<file path="src/rtl/core/utf8_to_code_point_decoder_macros.svh">
// Assertion macros shared by the UTF-8 decoder RTL.
`ifndef UTF8_TO_CODE_POINT_DECODER_MACROS_SVH
`define UTF8_TO_CODE_POINT_DECODER_MACROS_SVH

// Property that must hold at every clock edge outside reset.
`define U8DEC_ASSERT_ALWAYS(label, prop, msg) \
	label: assert property (@(posedge clk) disable iff (!arst_n) (prop)) else $error(msg);

// When the antecedent holds, the consequent must hold at the next clock edge.
`define U8DEC_ASSERT_NEXT(label, ante, cons, msg) \
	label: assert property (@(posedge clk) disable iff (!arst_n) (ante) |=> (cons)) \
		else $error(msg);

`endif

</file>
<file path="src/rtl/core/u8dec_pkg.sv">
// Types, constants and helper functions for the UTF-8 decoder.
package u8dec_pkg;

	localparam int unsigned AccW = 26;
	localparam int unsigned CpW  = 21;

	typedef struct packed {
		logic [7:0] data_byte;
		logic       string_end;
	} in_item_t;

	typedef struct packed {
		logic [20:0] code_point;
		logic [2:0]  byte_count;
		logic        truncated;
	} out_item_t;

	localparam logic [AccW-1:0] Offset2 = 26'h0003080;
	localparam logic [AccW-1:0] Offset3 = 26'h00E2080;
	localparam logic [AccW-1:0] Offset4 = 26'h3C82080;

	localparam logic [7:0] AsciiMax  = 8'h7F;
	localparam logic [7:0] Lead2Mask = 8'hE0;
	localparam logic [7:0] Lead2Code = 8'hC0;
	localparam logic [7:0] Lead3Mask = 8'hF0;
	localparam logic [7:0] Lead3Code = 8'hE0;
	localparam logic [7:0] Lead4Mask = 8'hF8;
	localparam logic [7:0] Lead4Code = 8'hF0;

	// Any lead that is not a valid multi-byte lead counts as a single byte.
	function automatic logic [2:0] lead_length(input logic [7:0] b);
		logic [2:0] len;
		len = 3'd1;
		if (b <= AsciiMax) begin
			len = 3'd1;
		end else if ((b & Lead2Mask) == Lead2Code) begin
			len = 3'd2;
		end else if ((b & Lead3Mask) == Lead3Code) begin
			len = 3'd3;
		end else if ((b & Lead4Mask) == Lead4Code) begin
			len = 3'd4;
		end
		return len;
	endfunction

	function automatic logic [AccW-1:0] len_offset(input logic [2:0] n);
		logic [AccW-1:0] off;
		unique case (n)
			3'd2:    off = Offset2;
			3'd3:    off = Offset3;
			3'd4:    off = Offset4;
			default: off = '0;
		endcase
		return off;
	endfunction

endpackage

</file>
<file path="src/rtl/core/utf8_to_code_point_decoder.sv">
// UTF-8 decoder: takes one byte per transaction and returns one code point per
// character. A byte may be accepted in every clock cycle while byte_stall is
// low; each byte passes an input register and then the decode logic, which
// updates the character state and loads the result register. The final byte
// of a character is held in the input register, and its result is loaded into
// the result register, which drives cp_valid, as that byte moves on. byte_stall
// is raised only while the input register holds a byte that yields a result
// and the result register is full and stalled. A zero byte ends the string and
// produces nothing by itself; a pending character cut short by it or by
// string_end is returned with truncated set.
`include "utf8_to_code_point_decoder_macros.svh"

module utf8_to_code_point_decoder (
	input  logic                  clk,
	input  logic                  arst_n,
	input  logic                  byte_valid,
	output logic                  byte_stall,
	input  u8dec_pkg::in_item_t   byte_data,
	output logic                  cp_valid,
	input  logic                  cp_stall,
	output u8dec_pkg::out_item_t  cp_data
);

	logic                       valid_s1;
	u8dec_pkg::in_item_t        data_s1;

	logic [u8dec_pkg::AccW-1:0] acc_q;
	logic [2:0]                 exp_q;
	logic [2:0]                 taken_q;

	logic                       out_valid_q;
	u8dec_pkg::out_item_t       out_data_q;

	logic                       pending;
	logic                       is_zero;
	logic [u8dec_pkg::AccW-1:0] acc_new;
	logic [2:0]                 exp_new;
	logic [2:0]                 taken_new;
	logic                       emit;
	logic                       trunc;
	logic [u8dec_pkg::AccW-1:0] diff;
	logic                       advance;
	logic                       load_s1;

	// Decode of the item held in the input register against the pending state.
	always_comb begin
		pending   = (taken_q != 3'd0);
		is_zero   = (data_s1.data_byte == 8'h00);
		acc_new   = acc_q;
		exp_new   = exp_q;
		taken_new = taken_q;
		emit      = 1'b0;
		trunc     = 1'b0;
		if (is_zero) begin
			emit  = pending;
			trunc = 1'b1;
		end else begin
			if (!pending) begin
				exp_new   = u8dec_pkg::lead_length(data_s1.data_byte);
				acc_new   = {{(u8dec_pkg::AccW-8){1'b0}}, data_s1.data_byte};
				taken_new = 3'd1;
			end else begin
				acc_new   = {acc_q[u8dec_pkg::AccW-7:0], 6'b0}
					+ {{(u8dec_pkg::AccW-8){1'b0}}, data_s1.data_byte};
				taken_new = taken_q + 3'd1;
			end
			if (taken_new >= exp_new) begin
				emit = 1'b1;
			end else if (data_s1.string_end) begin
				emit  = 1'b1;
				trunc = 1'b1;
			end
		end
		diff = acc_new - u8dec_pkg::len_offset(taken_new);
	end

	// The input register moves on unless it holds a result and the result
	// register is full and stalled.
	assign advance    = !emit || !out_valid_q || !cp_stall;
	assign byte_stall = valid_s1 && !advance;
	assign load_s1    = byte_valid && !byte_stall;

	always_ff @(posedge clk or negedge arst_n) begin
		if (!arst_n) begin
			valid_s1 <= 1'b0;
		end else if (!valid_s1 || advance) begin
			valid_s1 <= byte_valid;
		end
	end

	always_ff @(posedge clk) begin
		if (load_s1) begin
			data_s1 <= byte_data;
		end
	end

	always_ff @(posedge clk or negedge arst_n) begin
		if (!arst_n) begin
			acc_q   <= '0;
			exp_q   <= 3'd0;
			taken_q <= 3'd0;
		end else if (valid_s1 && advance) begin
			if (emit || is_zero) begin
				acc_q   <= '0;
				exp_q   <= 3'd0;
				taken_q <= 3'd0;
			end else begin
				acc_q   <= acc_new;
				exp_q   <= exp_new;
				taken_q <= taken_new;
			end
		end
	end

	always_ff @(posedge clk or negedge arst_n) begin
		if (!arst_n) begin
			out_valid_q <= 1'b0;
		end else if (valid_s1 && emit && advance) begin
			out_valid_q <= 1'b1;
		end else if (!cp_stall) begin
			out_valid_q <= 1'b0;
		end
	end

	always_ff @(posedge clk) begin
		if (valid_s1 && emit && advance) begin
			out_data_q.code_point <= diff[u8dec_pkg::CpW-1:0];
			out_data_q.byte_count <= taken_new;
			out_data_q.truncated  <= trunc;
		end
	end

	assign cp_valid = out_valid_q;
	assign cp_data  = out_data_q;

	`U8DEC_ASSERT_ALWAYS(a_pending_short, (taken_q == 3'd0) || (taken_q < exp_q), "pending count reached expected length")
	`U8DEC_ASSERT_ALWAYS(a_count_range, !cp_valid || (cp_data.byte_count >= 3'd1 && cp_data.byte_count <= 3'd4 && (!cp_data.truncated || cp_data.byte_count <= 3'd3)), "result byte count out of range")
	`U8DEC_ASSERT_NEXT(a_zero_idles, valid_s1 && advance && (data_s1.data_byte == 8'h00), taken_q == 3'd0, "zero byte left a character pending")

endmodule
</file>
<file path="config.mk">
export PLATFORM = sky130hd
export DESIGN_NAME = utf8_to_code_point_decoder
export DESIGN_NICKNAME = d
export VERILOG_FILES = /design/src/rtl/core/u8dec_pkg.sv /design/src/rtl/core/utf8_to_code_point_decoder.sv
export VERILOG_INCLUDE_DIRS = /design/src /design/src/rtl/core
export SDC_FILE = /design/constraint.sdc
export NUM_CORES = 1
export LEC_CHECK = 0
export BUFFER_PORTS_ARGS = -buffer_cell sky130_fd_sc_hd__buf_2
export CORE_ASPECT_RATIO = 0.9
export CORE_UTILIZATION = 47
export CTS_CLUSTER_DIAMETER = 100
export DETAILED_ROUTE_END_ITERATION = 16
export PLACE_DENSITY = 0.66
export SYNTH_ARGS = -nofsm -noshare
export SYNTH_HDL_FRONTEND = slang
export SYNTH_SLANG_ARGS = --single-unit
</file>
<file path="constraint.sdc">
create_clock -name clk -period 5.25 [get_ports clk]
set_input_delay 0.525 -clock clk [delete_from_list [all_inputs] [get_ports clk]]
set_output_delay 0.525 -clock clk [all_outputs]
set_load 0.1 [all_outputs]
</file>
==> run summary <==
grt ovf = 0
post-synthesis sequential area ratio = 48.9%
maximum vdd drop = 0.242 mV
largest net degree at the start of global routing = 39
distinct cell type count after synthesis = 58
Sum Neg Setup Slack = 0 ns
Logic pwr share = 26.3%
clock root cell = clkbuf_8
layout cells sized above 1 = 18.8%
register share of total power = 42.5%
CP Class = reg -> out
CP max stage delay = 0.60 ns
post-CTS sizing = 0
Power per Cell Area = 354 nW/um2
Leakage Power = 1.72 nW
Antenna diodes = 0
Worst Setup Start Kind = register
num rows = 29
CP Data Required Time = 4.72 ns
final core occ = 56.4%
CTS Hold Buffers Added = 0
synthesized flop and latch total = 63
FF-to-FF Start = taken_q[0]$_DFFE_PN0P_
Worst path most repeated cell = a21oi_1
Max FO, Critical Path = 9
postcts setup bufs = 0
crit path launch = taken_q[0]$_DFFE_PN0P_
I/O pin count = 40
H-Tree Level Count = 3
max_cap viols = 0
Worst Skew = 0.0103 ns
Die Width = 93.9 um
Final Hold Vio Count = 0
worst min path class = in -> async
slowest CP cell = nor2b_1
first-pass GRT wire length = 13600 um
min cycle time layout = 4.20 ns
initial antenna violation count = 0
Crit. End Element = output pin
area of placed instances = 3840 um2
CTS Buf Count = 9
Core Region = 7180 um2
TritonCTS clock tree = built
cells on worst reg2reg path = 13
commonest non-fill, non-tap cell in the layout = nand2_1
Synth Warn # = 0
Final Cycle Share = 80.1%
clock network power share = 31.2%
die height = 84.7 um
mean post-synth cell area = 9.94 um2
Power Internal = 0.905 mW
asr flop ratio synth = 46.0%
Total Routing Usage GR = 23.1%
most frequent cells in the layout = 72 x nand2_1, 39 x buf_2, 34 x edfxtp_1
Main synth FF type = edfxtp_1
First-pass DRT Iterations = 6
synthesized area = 3570 um2
Cell Chain, Critical Path = inv_1 > ha_1 > nor2b_1 > and3_1 > a21oi_1 > ha_1 > nand2b_1 > a21oi_1 > nor2_1 > nor4_2 > a21oi_1 > nand4_1 > inv_1 > buf_2
status = finished, final reports clean
Slew headroom = 47.2%
Sw Pwr = 0.527 mW
drt via density = 5.54
final net count = 422
post-synthesis cell count = 359
filler instances = 649
Clock Pin Slew Worst Setup and Hold Paths = 0.07 ns
CTS Buffer Depth = 2
full die area = 7950 um2
switching share of power = 36.8%
Finished Cell Area = 4050 um2
Max Clock Freq = 238 MHz
antenna-violating nets left = 0
routability cong. = 0.866
Slew @ Worst Pin = 0.792 ns
net count after synthesis = 387
Post-DP HPWL = 5630 um
drt drc = 0
clk sink count = 63
RSZ-0062 raised after global routing = false
# setup viols final = 0
Post-synth EDFFs = 34
drt initial violations = 158
worst-skew pair later-pin latency = 0.35 ns
Starting Density = 49.7%
Arrival @ worst endpoint = 3.68 ns
routed vias = 2728
total wire length = 7990 um
I/O Buffers = 39
vias in the first global route = 2720
Wirelength per Cell = 16.2 um
Slew Limit Fails = 0
Layout area overhead = 13.5%
[stage by stage]
stage | hold slack (ns) | total power, mW | setup slack, ns | std cells
3_5_place_dp | 0.465 | 0.996 | 1.26 | 476
4_1_cts | 0.228 | 1.44 | 1.07 | 492
3_3_place_gp | 0.451 | 0.990 | 1.39 | 476
5_1_grt | 0.257 | 1.49 | 0.781 | 492
2_1_floorplan | 0.229 | 0.921 | 1.09 | 359
6_report | 0.223 | 1.43 | 1.05 | 492
[critical path, delay by kind of cell (launching register included)]
kind	cells	cell delay, ns
DFF	1	0.44
adders and majority gates	2	0.47
AOI/OAI and AO/OA	3	0.36
and+or+nand+nor	6	1.41
buffers and inverters	3	0.64
[routing by layer]
layer | GRT usage [%] | share of wire (%)
met1 | 30.8 | 47
met2 | 35.8 | 47
met3 | 5.07 | 4.0
met4 | 10.3 | 2.3
met5 | 0 | 0
[synthesized netlist by cell type, types with 2 or more instances]
library cell,instances,area share [%]
a21o_1,6,1.3
a21oi_1,14,2.0
a21oi_2,3,0.74
a22oi_1,2,0.42
a31oi_1,2,0.35
a32o_1,5,1.4
and3_1,2,0.35
buf_1,2,0.21
buf_2,10,1.4
buf_4,2,0.42
clkbuf_1,4,0.42
dfrtp_1,29,20
edfxtp_1,34,29
ha_1,14,4.9
inv_1,16,1.7
mux2i_1,2,0.56
nand2_1,72,7.6
nand2b_1,2,0.35
nand3_1,23,3.2
nand4_1,2,0.35
nor2_1,18,1.9
nor2b_1,3,0.53
nor3_1,4,0.56
nor4_4,2,1.2
o21ai_0,14,2.0
o21ai_1,8,1.1
o31ai_1,10,2.1
or3_1,4,0.70
xnor2_1,14,3.4
xor2_1,8,2.0
[logic make-up after synthesis]
family,Yosys count,synth area share [%]
buf+inv,34,4.14
mux,2,0.561
xor+xnor,22,5.40
fa+ha+maj,15,5.47
compound gates,79,15.6
flops,63,48.9
simple gates,144,19.9
[final cells by class]
type / instances / area (um2) / share of cell area, %
flip-flops and latches: 63 / 1750 / 43.1
multi-input cells: 262 / 1690 / 41.7
repair buffers: 42 / 230 / 5.68
clock buffers: 13 / 170 / 4.20
well taps: 93 / 116 / 2.87
inverters: 16 / 60.1 / 1.48
clock inverters: 3 / 40.0 / 0.988
[registers in the layout (all words and copies together), names as in the netlist]
signal / flops
exp_q: 3
cp_valid: 1
valid_s1: 1
acc_q: 21
taken_q: 3
cp_data: 25
data_s1: 9
[power groups by stage]
stage / Clock, mW / Sequential [mW] / Combinational [mW]
6_report: 0.447 / 0.609 / 0.376
5_1_grt: 0.479 / 0.615 / 0.399
4_1_cts: 0.456 / 0.609 / 0.378
3_5_place_dp: 0 / 0.618 / 0.378
3_3_place_gp: 0 / 0.618 / 0.373
2_1_floorplan: 0 / 0.799 / 0.121
[final timing paths]
| check | slack (ns) | end |
|---|---|---|
| worst min-delay path | 0.22 | valid_s1$_DFFE_PN0P_ |
| worst min register to register | 0.48 | acc_q[19]$_DFFE_PN0P_ |
| min in group clk | 0.35 | data_s1[1]$_DFFE_PP_ |
| worst max register to register | 1.15 | cp_data[10]$_DFFE_PP_ |
| max in group asynchronous | 4.57 | acc_q[17]$_DFFE_PN0P_ |
| worst max-delay path | 1.05 | byte_stall |
No activity file was read; power rests on OpenSTA's default activity.
